[config.mk]
export PLATFORM = sky130hd
export DESIGN_NAME = shell_command_lexer
export DESIGN_NICKNAME = d
export VERILOG_FILES = /design/src/rtl/core/shl_pkg.sv /design/src/rtl/core/shl_front.sv /design/src/rtl/core/shl_queue.sv /design/src/rtl/core/shl_back.sv /design/src/rtl/core/shell_command_lexer.sv
export SDC_FILE = /design/constraint.sdc
export NUM_CORES = 1
export LEC_CHECK = 0
export BUFFER_PORTS_ARGS = -buffer_cell sky130_fd_sc_hd__buf_2
export CORE_UTILIZATION = 40
export CTS_BUF_LIST = sky130_fd_sc_hd__clkbuf_2
export DETAILED_ROUTE_END_ITERATION = 10
export GPL_TIMING_DRIVEN = 0
export REMOVE_ABC_BUFFERS = 1
export SETUP_SLACK_MARGIN = 0.2
export SLEW_MARGIN = 20
export SYNTH_ARGS = -nofsm -noshare
export SYNTH_HDL_FRONTEND = slang
export SYNTH_SLANG_ARGS = --single-unit
[constraint.sdc]
create_clock -name clk -period 9.31 [get_ports clk]
set_input_delay 1.862 -clock clk [delete_from_list [all_inputs] [get_ports clk]]
set_output_delay 1.862 -clock clk [all_outputs]
set_load 0.02 [all_outputs]
[src/rtl/core/shl_pkg.sv]
package shl_pkg;

  localparam int MAX_VALUE_LEN_DEF = 255;
  localparam int QUEUE_DEPTH_DEF   = 4;

  localparam logic [15:0] TOKEN_LIMIT_RST = 16'd256;
  localparam logic [15:0] TOKEN_COUNT_MAX = 16'hFFFF;

  typedef enum logic [2:0] {
    MODE_IDLE     = 3'd0,
    MODE_COMMENT  = 3'd1,
    MODE_WORD     = 3'd2,
    MODE_NUMBER   = 3'd3,
    MODE_STRING   = 3'd4,
    MODE_STR_TAIL = 3'd5,
    MODE_HELD     = 3'd6
  } lex_mode_t;

  typedef enum logic [1:0] {
    HELD_PIPE = 2'd0,
    HELD_AMP  = 2'd1,
    HELD_GT   = 2'd2,
    HELD_LT   = 2'd3
  } held_op_t;

  typedef enum logic [4:0] {
    KIND_WORD    = 5'd0,
    KIND_STRING  = 5'd1,
    KIND_NUMBER  = 5'd2,
    KIND_ANDOR   = 5'd3,
    KIND_SEMI    = 5'd4,
    KIND_NEWLINE = 5'd5,
    KIND_PIPE    = 5'd6,
    KIND_AMP     = 5'd7,
    KIND_GT      = 5'd8,
    KIND_LT      = 5'd9,
    KIND_DGT     = 5'd10,
    KIND_DLT     = 5'd11,
    KIND_AMP_GT  = 5'd12,
    KIND_EQUALS  = 5'd13,
    KIND_LPAREN  = 5'd14,
    KIND_RPAREN  = 5'd15,
    KIND_LBRACE  = 5'd16,
    KIND_RBRACE  = 5'd17,
    KIND_DOLLAR  = 5'd18,
    KIND_EOF     = 5'd19
  } tok_kind_t;

  localparam logic [7:0] CH_NUL    = 8'h00;
  localparam logic [7:0] CH_TAB    = 8'h09;
  localparam logic [7:0] CH_LF     = 8'h0A;
  localparam logic [7:0] CH_SPACE  = 8'h20;
  localparam logic [7:0] CH_DQUOTE = 8'h22;
  localparam logic [7:0] CH_HASH   = 8'h23;
  localparam logic [7:0] CH_DOLLAR = 8'h24;
  localparam logic [7:0] CH_AMP    = 8'h26;
  localparam logic [7:0] CH_SQUOTE = 8'h27;
  localparam logic [7:0] CH_LPAREN = 8'h28;
  localparam logic [7:0] CH_RPAREN = 8'h29;
  localparam logic [7:0] CH_ZERO   = 8'h30;
  localparam logic [7:0] CH_NINE   = 8'h39;
  localparam logic [7:0] CH_SEMI   = 8'h3B;
  localparam logic [7:0] CH_LT     = 8'h3C;
  localparam logic [7:0] CH_EQ     = 8'h3D;
  localparam logic [7:0] CH_GT     = 8'h3E;
  localparam logic [7:0] CH_LBRACE = 8'h7B;
  localparam logic [7:0] CH_PIPE   = 8'h7C;
  localparam logic [7:0] CH_RBRACE = 8'h7D;

  typedef struct packed {
    tok_kind_t  kind;
    logic [7:0] value;
    logic       present;
    logic       done;
  } shl_result_t;

  // All results caused by one text byte; second is valid only with pair.
  typedef struct packed {
    shl_result_t first;
    shl_result_t second;
    logic        pair;
  } shl_step_t;

  // Handshake between the queue head and the output stage.
  typedef struct packed {
    logic      valid;
    shl_step_t step;
  } shl_head_t;

  function automatic shl_result_t mk_result(tok_kind_t k, logic [7:0] v, logic p, logic d);
    shl_result_t r;
    r.kind    = k;
    r.value   = v;
    r.present = p;
    r.done    = d;
    return r;
  endfunction

  function automatic logic is_digit(logic [7:0] c);
    return (c >= CH_ZERO) && (c <= CH_NINE);
  endfunction

  function automatic logic word_stop(logic [7:0] c);
    return (c == CH_NUL) || (c == CH_SPACE) || (c == CH_TAB) || (c == CH_LF) ||
           (c == CH_SEMI) || (c == CH_PIPE) || (c == CH_AMP) || (c == CH_GT) ||
           (c == CH_LT) || (c == CH_LPAREN) || (c == CH_RPAREN);
  endfunction

  function automatic logic [7:0] held_char(held_op_t h);
    logic [7:0] ch;
    unique case (h)
      HELD_PIPE: ch = CH_PIPE;
      HELD_AMP:  ch = CH_AMP;
      HELD_GT:   ch = CH_GT;
      HELD_LT:   ch = CH_LT;
      default:   ch = CH_PIPE;
    endcase
    return ch;
  endfunction

  function automatic tok_kind_t held_kind(held_op_t h);
    tok_kind_t k;
    unique case (h)
      HELD_PIPE: k = KIND_PIPE;
      HELD_AMP:  k = KIND_AMP;
      HELD_GT:   k = KIND_GT;
      HELD_LT:   k = KIND_LT;
      default:   k = KIND_PIPE;
    endcase
    return k;
  endfunction

endpackage

[src/rtl/core/shl_front.sv]
module shl_front #(
  parameter int MAX_VALUE_LEN = shl_pkg::MAX_VALUE_LEN_DEF
) (
  input  logic              clk,
  input  logic              rst_n,
  input  logic              accept,
  input  logic [7:0]        text_byte,
  input  logic [15:0]       token_limit,
  output logic              push,
  output shl_pkg::shl_step_t step
);
  import shl_pkg::*;

  localparam int LEN_W = $clog2(MAX_VALUE_LEN + 1);
  localparam logic [LEN_W-1:0] LEN_MAX = LEN_W'(MAX_VALUE_LEN);
  localparam logic [LEN_W-1:0] LEN_ONE = LEN_W'(1);

  lex_mode_t        mode_r, mode_nxt;
  logic             quote_r, quote_nxt;
  held_op_t         held_r, held_nxt;
  logic [LEN_W-1:0] len_r, len_nxt;
  logic [15:0]      cnt_r, cnt_nxt;

  // State after the current mode has handled the byte.
  lex_mode_t        m1;
  logic             q1;
  held_op_t         h1;
  logic [LEN_W-1:0] len1;
  logic [15:0]      cnt1;
  logic             has_r0, has_r1, do_idle;
  shl_result_t      r0, r1;

  // State after the byte has been taken again as a token start.
  lex_mode_t        m2;
  logic             q2;
  held_op_t         h2;
  logic [LEN_W-1:0] len2;
  logic [15:0]      cnt2;
  logic             idle_emit;
  shl_result_t      idle_res;

  logic [7:0]       quote_ch;
  logic [LEN_W-1:0] len_inc;
  logic [15:0]      cnt_inc0;

  assign quote_ch = quote_r ? CH_SQUOTE : CH_DQUOTE;
  assign len_inc  = len_r + LEN_ONE;
  assign cnt_inc0 = (cnt_r != TOKEN_COUNT_MAX) ? cnt_r + 16'd1 : cnt_r;

  always_comb begin
    logic      close1, add1, pair;
    tok_kind_t ck, ak, pk;
    close1  = 1'b0;
    add1    = 1'b0;
    pair    = 1'b0;
    ck      = KIND_WORD;
    ak      = KIND_WORD;
    pk      = KIND_ANDOR;
    m1      = mode_r;
    q1      = quote_r;
    h1      = held_r;
    len1    = len_r;
    cnt1    = cnt_r;
    has_r0  = 1'b0;
    has_r1  = 1'b0;
    do_idle = 1'b0;
    r0      = '0;
    r1      = '0;
    unique case (mode_r)
      MODE_COMMENT: begin
        if ((text_byte == CH_LF) || (text_byte == CH_NUL)) begin
          m1      = MODE_IDLE;
          do_idle = 1'b1;
        end
      end
      MODE_WORD: begin
        if (word_stop(text_byte)) begin
          close1  = 1'b1;
          ck      = KIND_WORD;
          do_idle = 1'b1;
        end else begin
          add1 = 1'b1;
          ak   = KIND_WORD;
        end
      end
      MODE_NUMBER: begin
        if (is_digit(text_byte)) begin
          add1 = 1'b1;
          ak   = KIND_NUMBER;
        end else begin
          close1  = 1'b1;
          ck      = KIND_NUMBER;
          do_idle = 1'b1;
        end
      end
      MODE_STRING: begin
        if (text_byte == CH_NUL) begin
          close1  = 1'b1;
          ck      = KIND_STRING;
          do_idle = 1'b1;
        end else if (text_byte == quote_ch) begin
          close1 = 1'b1;
          ck     = KIND_STRING;
        end else begin
          add1 = 1'b1;
          ak   = KIND_STRING;
        end
      end
      MODE_STR_TAIL: begin
        // A cut string swallows its closing quote when it follows at once.
        m1      = MODE_IDLE;
        do_idle = (text_byte != quote_ch);
      end
      MODE_HELD: begin
        priority if ((held_r == HELD_PIPE) && (text_byte == CH_PIPE)) begin
          pair = 1'b1;
          pk   = KIND_ANDOR;
        end else if ((held_r == HELD_AMP) && (text_byte == CH_AMP)) begin
          pair = 1'b1;
          pk   = KIND_ANDOR;
        end else if ((held_r == HELD_AMP) && (text_byte == CH_GT)) begin
          pair = 1'b1;
          pk   = KIND_AMP_GT;
        end else if ((held_r == HELD_GT) && (text_byte == CH_GT)) begin
          pair = 1'b1;
          pk   = KIND_DGT;
        end else if ((held_r == HELD_LT) && (text_byte == CH_LT)) begin
          pair = 1'b1;
          pk   = KIND_DLT;
        end else begin
          pair = 1'b0;
        end
        m1     = MODE_IDLE;
        h1     = HELD_PIPE;
        cnt1   = cnt_inc0;
        len1   = '0;
        has_r0 = 1'b1;
        if (pair) begin
          has_r1 = 1'b1;
          r0     = mk_result(pk, held_char(held_r), 1'b1, 1'b0);
          r1     = mk_result(pk, text_byte, 1'b1, 1'b1);
        end else begin
          r0      = mk_result(held_kind(held_r), held_char(held_r), 1'b1, 1'b1);
          do_idle = 1'b1;
        end
      end
      default: begin
        m1      = MODE_IDLE;
        do_idle = 1'b1;
      end
    endcase

    if (close1) begin
      has_r0 = 1'b1;
      r0     = mk_result(ck, 8'h00, 1'b0, 1'b1);
      cnt1   = cnt_inc0;
      len1   = '0;
      m1     = MODE_IDLE;
    end
    if (add1) begin
      has_r0 = 1'b1;
      if (len_inc >= LEN_MAX) begin
        r0   = mk_result(ak, text_byte, 1'b1, 1'b1);
        cnt1 = cnt_inc0;
        len1 = '0;
        m1   = (mode_r == MODE_STRING) ? MODE_STR_TAIL : MODE_IDLE;
      end else begin
        r0   = mk_result(ak, text_byte, 1'b1, 1'b0);
        len1 = len_inc;
      end
    end
  end

  always_comb begin
    logic        sgl;
    tok_kind_t   sk;
    logic [15:0] cnt_inc1;
    sgl       = 1'b0;
    sk        = KIND_SEMI;
    cnt_inc1  = (cnt1 != TOKEN_COUNT_MAX) ? cnt1 + 16'd1 : cnt1;
    m2        = MODE_IDLE;
    q2        = q1;
    h2        = h1;
    len2      = len1;
    cnt2      = cnt1;
    idle_emit = 1'b0;
    idle_res  = '0;
    if (text_byte == CH_NUL) begin
      idle_emit = (cnt1 < token_limit);
      idle_res  = mk_result(KIND_EOF, 8'h00, 1'b0, 1'b1);
      q2        = 1'b0;
      h2        = HELD_PIPE;
      len2      = '0;
      cnt2      = '0;
    end else if (cnt1 < token_limit) begin
      unique case (text_byte)
        CH_SPACE, CH_TAB: ;
        CH_HASH:   m2 = MODE_COMMENT;
        CH_DQUOTE: begin
          m2   = MODE_STRING;
          q2   = 1'b0;
          len2 = '0;
        end
        CH_SQUOTE: begin
          m2   = MODE_STRING;
          q2   = 1'b1;
          len2 = '0;
        end
        CH_LF:     begin sgl = 1'b1; sk = KIND_NEWLINE; end
        CH_SEMI:   begin sgl = 1'b1; sk = KIND_SEMI;    end
        CH_LPAREN: begin sgl = 1'b1; sk = KIND_LPAREN;  end
        CH_RPAREN: begin sgl = 1'b1; sk = KIND_RPAREN;  end
        CH_LBRACE: begin sgl = 1'b1; sk = KIND_LBRACE;  end
        CH_RBRACE: begin sgl = 1'b1; sk = KIND_RBRACE;  end
        CH_DOLLAR: begin sgl = 1'b1; sk = KIND_DOLLAR;  end
        CH_EQ:     begin sgl = 1'b1; sk = KIND_EQUALS;  end
        CH_PIPE:   begin m2 = MODE_HELD; h2 = HELD_PIPE; end
        CH_AMP:    begin m2 = MODE_HELD; h2 = HELD_AMP;  end
        CH_GT:     begin m2 = MODE_HELD; h2 = HELD_GT;   end
        CH_LT:     begin m2 = MODE_HELD; h2 = HELD_LT;   end
        default: begin
          idle_emit = 1'b1;
          sk        = is_digit(text_byte) ? KIND_NUMBER : KIND_WORD;
          if (LEN_ONE >= LEN_MAX) begin
            idle_res = mk_result(sk, text_byte, 1'b1, 1'b1);
            cnt2     = cnt_inc1;
            len2     = '0;
          end else begin
            idle_res = mk_result(sk, text_byte, 1'b1, 1'b0);
            len2     = LEN_ONE;
            m2       = is_digit(text_byte) ? MODE_NUMBER : MODE_WORD;
          end
        end
      endcase
      if (sgl) begin
        idle_emit = 1'b1;
        idle_res  = mk_result(sk, text_byte, 1'b1, 1'b1);
        cnt2      = cnt_inc1;
        len2      = '0;
      end
    end
  end

  always_comb begin
    logic extra;
    extra       = do_idle && idle_emit;
    push        = accept && (has_r0 || extra);
    step.first  = has_r0 ? r0 : idle_res;
    step.second = has_r1 ? r1 : idle_res;
    step.pair   = has_r1 || (has_r0 && extra);
    mode_nxt    = do_idle ? m2 : m1;
    quote_nxt   = do_idle ? q2 : q1;
    held_nxt    = do_idle ? h2 : h1;
    len_nxt     = do_idle ? len2 : len1;
    cnt_nxt     = do_idle ? cnt2 : cnt1;
  end

  always_ff @(posedge clk) begin
    if (!rst_n) begin
      mode_r  <= MODE_IDLE;
      quote_r <= 1'b0;
      held_r  <= HELD_PIPE;
      len_r   <= '0;
      cnt_r   <= '0;
    end else if (accept) begin
      mode_r  <= mode_nxt;
      quote_r <= quote_nxt;
      held_r  <= held_nxt;
      len_r   <= len_nxt;
      cnt_r   <= cnt_nxt;
    end
  end

  // A token value is closed the moment it reaches its length limit.
  a_len_below_max: assert property (@(posedge clk) disable iff (!rst_n)
    len_r < LEN_MAX)
    else $error("token value length reached limit without closing");

endmodule

[src/rtl/core/shl_queue.sv]
module shl_queue #(
  parameter int DEPTH = shl_pkg::QUEUE_DEPTH_DEF
) (
  input  logic               clk,
  input  logic               rst_n,
  input  logic               push,
  input  shl_pkg::shl_step_t push_step,
  output logic               full,
  output shl_pkg::shl_head_t head,
  input  logic               pop
);
  import shl_pkg::*;

  localparam int PTR_W = (DEPTH > 1) ? $clog2(DEPTH) : 1;
  localparam int CNT_W = $clog2(DEPTH + 1);
  localparam logic [PTR_W-1:0] PTR_LAST = PTR_W'(DEPTH - 1);
  localparam logic [CNT_W-1:0] CNT_FULL = CNT_W'(DEPTH);

  shl_step_t        mem [DEPTH];
  logic [PTR_W-1:0] wr_ptr_r, rd_ptr_r;
  logic [CNT_W-1:0] cnt_r;

  assign full       = (cnt_r == CNT_FULL);
  assign head.valid = (cnt_r != '0);
  assign head.step  = mem[rd_ptr_r];

  always_ff @(posedge clk) begin
    if (push) begin
      mem[wr_ptr_r] <= push_step;
    end
  end

  always_ff @(posedge clk) begin
    if (!rst_n) begin
      wr_ptr_r <= '0;
      rd_ptr_r <= '0;
      cnt_r    <= '0;
    end else begin
      if (push) begin
        wr_ptr_r <= (wr_ptr_r == PTR_LAST) ? '0 : wr_ptr_r + PTR_W'(1);
      end
      if (pop) begin
        rd_ptr_r <= (rd_ptr_r == PTR_LAST) ? '0 : rd_ptr_r + PTR_W'(1);
      end
      if (push && !pop) begin
        cnt_r <= cnt_r + CNT_W'(1);
      end else if (pop && !push) begin
        cnt_r <= cnt_r - CNT_W'(1);
      end
    end
  end

  a_no_overflow: assert property (@(posedge clk) disable iff (!rst_n)
    push |-> !full)
    else $error("step queue written while full");

  a_no_underflow: assert property (@(posedge clk) disable iff (!rst_n)
    pop |-> head.valid)
    else $error("step queue read while empty");

endmodule

[src/rtl/core/shl_back.sv]
module shl_back (
  input  logic               clk,
  input  logic               rst_n,
  input  shl_pkg::shl_head_t head,
  output logic               pop,
  output logic               out_tvalid,
  input  logic               out_tready,
  output logic [7:0]         out_tdata,
  output logic               out_tlast,
  output logic [6:0]         out_tuser
);
  import shl_pkg::*;

  logic        valid_r;
  logic        sub_r;
  logic [7:0]  data_r;
  logic        last_r;
  logic [6:0]  user_r;
  logic        load, step_end;
  shl_result_t sel;

  assign load     = head.valid && (!valid_r || out_tready);
  assign sel      = sub_r ? head.step.second : head.step.first;
  assign step_end = sub_r || !head.step.pair;
  assign pop      = load && step_end;

  always_ff @(posedge clk) begin
    if (!rst_n) begin
      valid_r <= 1'b0;
      sub_r   <= 1'b0;
    end else begin
      if (load) begin
        valid_r <= 1'b1;
        sub_r   <= !step_end;
      end else if (out_tready) begin
        valid_r <= 1'b0;
      end
    end
  end

  always_ff @(posedge clk) begin
    if (load) begin
      data_r <= sel.value;
      last_r <= sel.done;
      user_r <= {step_end, sel.present, sel.kind};
    end
  end

  assign out_tvalid = valid_r;
  assign out_tdata  = data_r;
  assign out_tlast  = last_r;
  assign out_tuser  = user_r;

  // The second result of a step is only pending while that step is still at the head.
  a_sub_on_pair: assert property (@(posedge clk) disable iff (!rst_n)
    sub_r |-> (head.valid && head.step.pair))
    else $error("second result selected without a two-result step");

endmodule

[src/rtl/core/shell_command_lexer.sv]
// Results of a text byte are written into the step queue as the byte is accepted and
// then pass through the output register; a second result from the byte follows the first.
// Throughput: one text byte per cycle while each byte yields at most one result and
// out_tready stays high; a byte with two results holds its queue entry until both are loaded.
// A four-entry step queue lets input and output stall independently.
// Reset: synchronous, active low; clears lexer state and queue, token_limit returns to 256.
module shell_command_lexer #(
  parameter int MAX_VALUE_LEN = shl_pkg::MAX_VALUE_LEN_DEF,
  parameter int QUEUE_DEPTH   = shl_pkg::QUEUE_DEPTH_DEF
) (
  input  logic        clk,
  input  logic        rst_n,
  // Input stream. in_tdata: [7:0] text_byte.
  input  logic        in_tvalid,
  output logic        in_tready,
  input  logic [7:0]  in_tdata,
  // Result stream. out_tdata: [7:0] value_byte. out_tlast: token_done.
  // out_tuser: [4:0] token_kind, [5] byte_present, [6] step_last.
  output logic        out_tvalid,
  input  logic        out_tready,
  output logic [7:0]  out_tdata,
  output logic        out_tlast,
  output logic [6:0]  out_tuser,
  // Configuration port; token_limit lies at byte address 0.
  input  logic        psel,
  input  logic        penable,
  input  logic        pwrite,
  input  logic [2:0]  paddr,
  input  logic [31:0] pwdata,
  output logic [31:0] prdata,
  output logic        pready
);
  import shl_pkg::*;

  logic        [15:0] token_limit_r;
  logic               accept;
  logic               push;
  logic               full;
  logic               pop;
  shl_step_t          step;
  shl_head_t          head;

  // Word-aligned decode: address bit 2 selects the register, so anything at or above
  // byte address 4 lies beyond the single register and is ignored on write.
  always_ff @(posedge clk) begin
    if (!rst_n) begin
      token_limit_r <= TOKEN_LIMIT_RST;
    end else if (psel && penable && pwrite && pready && !paddr[2]) begin
      token_limit_r <= pwdata[15:0];
    end
  end

  assign pready = 1'b1;
  assign prdata = paddr[2] ? 32'd0 : {16'd0, token_limit_r};

  // The front end takes a byte whenever the step queue has room; all results of the
  // byte (up to two) are queued in a single entry.
  assign in_tready = !full;
  assign accept    = in_tvalid && in_tready;

  shl_front #(
    .MAX_VALUE_LEN (MAX_VALUE_LEN)
  ) u_front (
    .clk         (clk),
    .rst_n       (rst_n),
    .accept      (accept),
    .text_byte   (in_tdata),
    .token_limit (token_limit_r),
    .push        (push),
    .step        (step)
  );

  shl_queue #(
    .DEPTH (QUEUE_DEPTH)
  ) u_queue (
    .clk       (clk),
    .rst_n     (rst_n),
    .push      (push),
    .push_step (step),
    .full      (full),
    .head      (head),
    .pop       (pop)
  );

  // The back end unpacks each queued step into one output transaction per result and
  // flags the final one of the step.
  shl_back u_back (
    .clk        (clk),
    .rst_n      (rst_n),
    .head       (head),
    .pop        (pop),
    .out_tvalid (out_tvalid),
    .out_tready (out_tready),
    .out_tdata  (out_tdata),
    .out_tlast  (out_tlast),
    .out_tuser  (out_tuser)
  );

endmodule

* Word level (Yosys, flattened, before mapping)
Memories as Yosys holds them, arrays and structs flattened. A register that Yosys moved wholly into a read port is not among the register bits. Cells that the tools add are included.
Operators by class: reductions and logical operators 55, add/subtract/negate cells 7, mux-type cells 112, eq/ne operators 33, $lt $le $gt $ge 4
Operator list (number):
- $mux W15 | 12
- $mux W16 | 11
- $eq A8 B6 Y1 const B | 12
- $mux W8 | 8
- $pmux W5 S8 | 1
- $mux W1 | 39
- $mux W3 | 11
- $add A16 B1 Y16 const B | 2
- $ne A16 B16 Y1 const B | 2
- $pmux W8 S4 | 1
- $mux W5 | 6
- $eq A8 B7 Y1 const B | 3
- $mux W2 | 10
- $pmux W5 S2 | 2
- $pmux W5 S4 | 1
- $reduce_or A10 Y1 | 2
- $logic_and A1 B1 Y1 | 17
- $reduce_or A17 Y1 | 1
- $eq A8 B4 Y1 const B | 2
- $lt A16 B16 Y1 | 1
- $pmux W8 S2 | 1
- $logic_or A1 B1 Y1 | 15
- $reduce_or A15 Y1 | 1
- $eq A3 B3 Y1 const B | 4
- 31 further kinds | 46
Storage, ports and cells: memory bits (writable) 124, memories 1, output and inout port bits 51, word-level logic and storage cells 226, flip-flop bits (word level) 71
Memories:
- u_queue.mem | words 4, width 31, read ports 1, clocked after memory_dff 1, wr ports 1, RTL line shl_queue.sv:19 | shl_step_t mem [DEPTH];

* Logic depth before layout (Yosys ltp)
depth after elaboration 29, mapped depth 28

* Cells and area by module
From an unflattened synthesis, not the netlist that was laid out.
Unflattened totals: cells, all modules 991, area total of the unflattened synthesis 11044.3 sq um
Modules (own cells, without submodules):
- shl_queue | cells each 205, instances 1, sequential area each 3903.7 sq um, area each 4933.5 sq um
- shl_front | cells each 632, instances 1, sequential area each 600.6 sq um, area each 4375.4 sq um
- shell_command_lexer | cells each 108, instances 1, sequential area each 320.3 sq um, area each 922.1 sq um
- shl_back | cells each 46, instances 1, sequential area each 520.5 sq um, area each 813.3 sq um

* Worst setup path before layout
Ideal clock, no wire load.
kind input-to-reg, start point input port in_tdata[1], end point register u_queue.cnt_r[2], slack 2.027 ns, data arrival time 7.207 ns, stages on the path 27, cells stage by stage buf_2 > inv_1 > and4_1 > a32o_1 > o31a_4 > or2_1 > buf_4 > o21ai_4 > nor3_1 > xnor2_1 > inv_1 > ha_1 > a21o_1 > a21o_1 > a2111oi_0 > o21bai_1 > a221oi_1 > a31oi_1 > nand2_1 > nand3_1 > a21oi_1 > ha_1 > inv_1 > fa_1 > xor2_1 > or3_1 > a21boi_0
On the way: longest elaborated chain between the ends 25, elaborated cells on any way between the ends 82
Ends and longest elaborated chain:
- start: declaration | RTL line shell_command_lexer.sv:16 | input logic [7:0] in_tdata,
- $eq A8 B6 Y1 / $logic_not A8 Y1 (equally long branches)
- $logic_or A1 B1 Y1 (4 in a row) | RTL line shl_pkg.sv:104 | return (c == CH_NUL) || (c == CH_SPACE) || (c == CH_TAB) || (c == CH_LF) ||
- $logic_or A1 B1 Y1 (4 in a row) | RTL line shl_pkg.sv:105 | (c == CH_SEMI) || (c == CH_PIPE) || (c == CH_AMP) || (c == CH_GT) ||
- $logic_or A1 B1 Y1 (2 in a row) | RTL line shl_pkg.sv:106 | (c == CH_LT) || (c == CH_LPAREN) || (c == CH_RPAREN);
- $mux W1 | RTL line shl_front.sv:77 | if (word_stop(text_byte)) begin
- $pmux W1 S3 | RTL line shl_front.sv:69 | unique case (mode_r)
- $mux W16 | RTL line shl_front.sv:153 | if (close1) begin
- $mux W16 | RTL line shl_front.sv:162 | if (len_inc >= LEN_MAX) begin
- [... 3 more ...]
- $mux W1 | RTL line shl_front.sv:188 | if (text_byte == CH_NUL) begin
- $logic_and A1 B1 Y1 | RTL line shl_front.sv:246 | extra = do_idle && idle_emit;
- $logic_or A1 B1 Y1 * | RTL line shl_front.sv:247 | push = accept && (has_r0 || extra);
- $logic_and A1 B1 Y1 * | RTL line shl_front.sv:247
- via push | RTL line shell_command_lexer.sv:37 | logic push;
- $logic_not A1 Y1 | RTL line shl_queue.sv:47 | end else if (pop && !push) begin
- $logic_and A1 B1 Y1 | RTL line shl_queue.sv:47
- $reduce_bool A2 Y1 (no source line)
- end signal: assignment | RTL line shl_queue.sv:46 | cnt_r <= cnt_r + CNT_W'(1);
- end signal: assignment | RTL line shl_queue.sv:48 | cnt_r <= cnt_r - CNT_W'(1);
- end: declaration | RTL line shl_queue.sv:21 | logic [CNT_W-1:0] cnt_r;
The timed path passes the listed nets; every way through them passes the cells marked *. The select of a mux whose other input is x is not followed. A chain may end at the register's enable or synchronous reset.

* Final worst setup path
start point input port in_tdata[6], end point register u_queue.cnt_r[2]
Same word-level chain as after synthesis.

==> summary.md <==
| Metric | Value |
|---|---|
| Status | `complete, no violations` |
| Share of the synthesized area in the top cell type | `0.3875` |
| Max-slew violations | `0` |
| Core Region | `26350 sq um` |
| DR vias | `7693` |
| Primary FF master, synth | `edfxtp_1` |
| Clk root buf | `clkbuf_2` |
| Hold WC Path Type | `flop to flop` |
| Cells after Synth | `between 900 and 1000` |
| # Post-CTS Setup Buffers | `0` |
| Port bufs | `65` |
| Cell Count, Final, Fillers Out | `roughly 1400` |
| Layout Skew | `~0.079 ns` |
| Die width | `between 150 and 200 um` |
| Area Growth Syn to Fin | `7.751%` |
| Startpoint Class | `input pin` |
| Placed instance count | `1336` |
| Std-Cell Rows | `59` |
| Yosys reg bits | `197` |
| Util after Layout | `0.4435` |
| Crit-path max FO | `14` |
| CTS tree | `yes` |
| Final WS setup | `0.9319 ns` |
| Crit path from | `in_tdata[6]` |
| Max Cap Viol | `0` |
| Synth Area in Simple Gates | `0.1698` |
| Sequential share of the synthesized area | `0.4927` |
| CP bufs+invs | `3` |
| CP max stage delay | `between 0.5 and 0.6 ns` |
| Met3 Resource Use GR | `0.02875` |
| Clock-pin slew on the worst setup and hold paths | `0.35 ns` |
| RSZ-0062 raised after global routing | `no` |
| Yosys warns | `0` |
| Mux contribution to synthesized area | `0.09608` |
| End of the critical path | `u_queue.cnt_r[2]$_SDFFE_PN0P_` |
| Longest Clk Path Bufs | `2` |
| Cell Pwr Density | `a little over 200 nW/um^2` |
| Initial Utilization | `0.4116` |
| Vias in the first global route | `7597` |
| CTS resizes | `0` |
| Worst path arrival time | `9.06 ns` |
| Post-synthesis xor/xnor area fraction | `0.01938` |
| WP depth | `25` |
| Worst reg-to-reg setup slack | `~2.0 ns` |
| Most used routing layer | `met2` |
| Met1 Usage GRT | `0.2386` |
| Synth Area in Compound Gates | `0.1341` |
| H-tree levels | `4` |
| Post-synth cell types | `90` |
| WL/cell | `approximately 18 um` |
| Routed Antenna Nets | `0` |
| Die ar. | `around 28000 sq um` |
| Largest family of logic cells by synthesized area | `simple AND/OR/NAND/NOR gates` |
| IO Pins | `a little over 100` |
| EDFF count, synth | `140` |
| Final Cycle Share | `0.8999` |
| Global placement routability congestion | `0.8580` |
| Reg2reg end | `u_queue.cnt_r[2]$_SDFFE_PN0P_` |
| Max Fclk | `about 120 MHz` |
| CP Class | `input pin to flop` |
| Hold_buf cts | `0` |
| Routed wire length | `between 20000 and 30000 um` |
| CTS buffer count | `17` |
| Final setup viols | `0` |
| Number of remaining DRC errors | `0` |
| Final hold vios | `0` |
| Clock sink count | `197` |
| Drt via density | `5.619` |
| Largest net degree at the start of global routing | `a little under 50` |
| CP max-delay cell | `a31oi_1` |
| Tot Pwr | `roughly 2.4 mW` |
| P_leak | `4.066 nW` |
| Slew HR | `0.3723` |
| Adder-cell share of the synthesized area | `0.03760` |
| Family with the most delay on the worst path | `compound AO/OA/AOI/OAI gates` |
| Syn Area/Cell | `11.00 sq um` |
| Tightest Pin Transition | `0.9403 ns` |
| Iteration-0 DRC Markers | `between 500 and 600` |
| Top post-synthesis cells by area | `edfxtp_1 (39%), dfxtp_1 (11%), mux4_2 (6.4%)` |
| Final instance area | `around 12000 sq um` |
| CP Data Required Time | `9.99 ns` |
| Share of cells above drive strength 1 | `0.1810` |
| Grt ovf | `0` |
| Mapped cell area | `10850 sq um` |
| Die H | `166.7 um` |
| GRT Resource Usage Total | `0.1849` |
| Initial antenna violation count | `1` |
| Nets | `1102` |
| FF-to-FF Start | `u_front.len_r[0]$_SDFFE_PN0P_` |
| Worst skew pair latency | `around 0.8 ns` |
| Worst slack, placed | `around 0.24 ns` |
| DP Wirelength | `17660 um` |
| Tmin final | `approximately 8.4 ns` |
| Worst VDD drop | `approximately 99 uV` |
| First-pass GRT wire length | `40680 um` |
| GR Util met2 | `0.3162` |
| Cell accounting for the most synthesized area | `edfxtp_1` |
| Cell Area, Placed | `11430 sq um` |
| First-pass detailed-route iteration total | `5` |
| CP Capture Type | `flop` |
| Async SR Flop Fraction | `0` |
| Reg2Reg Depth | `26` |
## cell type report
cell class	instances	area [sq um]
Multi-Input combinational cell	691	5044
Sequential cell	197	5350
Clock inverter	15	175.2
Fill cell	2482	14670
Timing Repair Buffer	71	455.4
Clock buffer	17	85.08
Tap cell	335	419.2
Inverter	42	157.7
Antenna cell	1	2.502
## metrics by stage
| stage | setup TNS (ns) | hold slack [ns] |
|---|---|---|
| 2_1_floorplan | 0 | 0.4434 |
| 3_3_place_gp | -52.27 | 0.4544 |
| 3_5_place_dp | 0 | 0.4593 |
| 4_1_cts | 0 | 0.4843 |
| 5_1_grt | 0 | 0.5067 |
| 6_report | 0 | 0.4811 |
## worst reg2reg max path, delay by kind of cell (launching register included)
kind / cells / cell delay, ns
buffers and inverters: 2 / 0.14
DFF: 1 / 0.48
AOI/OAI and AO/OA: 11 / 3.18
xor gates and xnor gates: 3 / 0.52
and+or+nand+nor: 6 / 1.74
adders and majority gates: 4 / 1.22
## synthesized netlist by cell type, types with 20 or more instances
cell / instances
nand2_1: 113
and2_1: 24
clkbuf_1: 33
nor2b_1: 28
mux4_2: 31
nor3_1: 20
o21ai_0: 41
dfxtp_1: 57
nand3_1: 29
nor2_1: 57
a21oi_1: 31
edfxtp_1: 140
inv_1: 42
ha_1: 31
## per-layer routing
layer  routed length (um)  vias up
li1                     -     3710
met1                11420     3751
met2                12360      208
met3                 1024       24
met4                  431        0
met5                    0        -
## kinds of logic (layout without fill, tap and decap cells)
logic type,count (synthesis),count (layout)
fa+ha+maj,32,32
simple gates,352,352
buf+inv,113,145
flops,197,197
other cells,2,18
compound gates,204,204
mux,62,62
xor+xnor,24,24
## how the worst min path moves through the flow
stage,slack (ns),cells after the start,start,end
after global routing,0.51,2,token_limit_r[9]$_SDFFE_PN0P_,token_limit_r[9]$_SDFFE_PN0P_
after detailed placement,0.46,2,token_limit_r[1]$_SDFFE_PN0P_,token_limit_r[1]$_SDFFE_PN0P_
after floorplan,0.44,2,token_limit_r[10]$_SDFFE_PN0P_,token_limit_r[10]$_SDFFE_PN0P_
final,0.48,2,token_limit_r[10]$_SDFFE_PN0P_,token_limit_r[10]$_SDFFE_PN0P_
after global placement,0.45,2,token_limit_r[15]$_SDFFE_PN0P_,token_limit_r[15]$_SDFFE_PN0P_
after CTS,0.48,2,token_limit_r[1]$_SDFFE_PN0P_,token_limit_r[1]$_SDFFE_PN0P_
## state kept, by name, summed over array words and instances (netlist names), 3 cells and up, named ones only
register	flops
token_limit_r	16
u_back.out_tdata	8
u_back.out_tuser	7
u_front.cnt_r	16
u_front.len_r	8
u_front.mode_r	3
u_queue.cnt_r	3
u_queue.mem	124
## power breakdown
group	total [mW]	internal (mW)	switching (mW)
registers	1.22	1.12	0.100
clock network	0.441	0.0933	0.348
logic	0.696	0.311	0.385
## layout by cell type (no fill, tap or decap), drive strengths merged, types with 4 or more instances in the layout
master and n:
a21o 9, nand3 30, nand2 113, nor2b 28, dfxtp 57, o31ai 6, conb 17, mux4 31
or2 5, nor2 58, a31oi 8, nor3 22, a2111oi 5, and3 12, nand4 14, o21ai 45
and4 4, xnor2 19, a22o 5, or3 8, o211ai 11, edfxtp 140, a32o 4, a211o 5
a21oi 35, buf 71, a211oi 10, o22ai 7, clkbuf 17, xor2 5, mux2 17, and2 25
ha 31, nand2b 7, inv 48, nand4b 7, mux2i 14, a22oi 9, clkinv 7, a21boi 18
No activity file was read; power rests on OpenSTA's default activity.
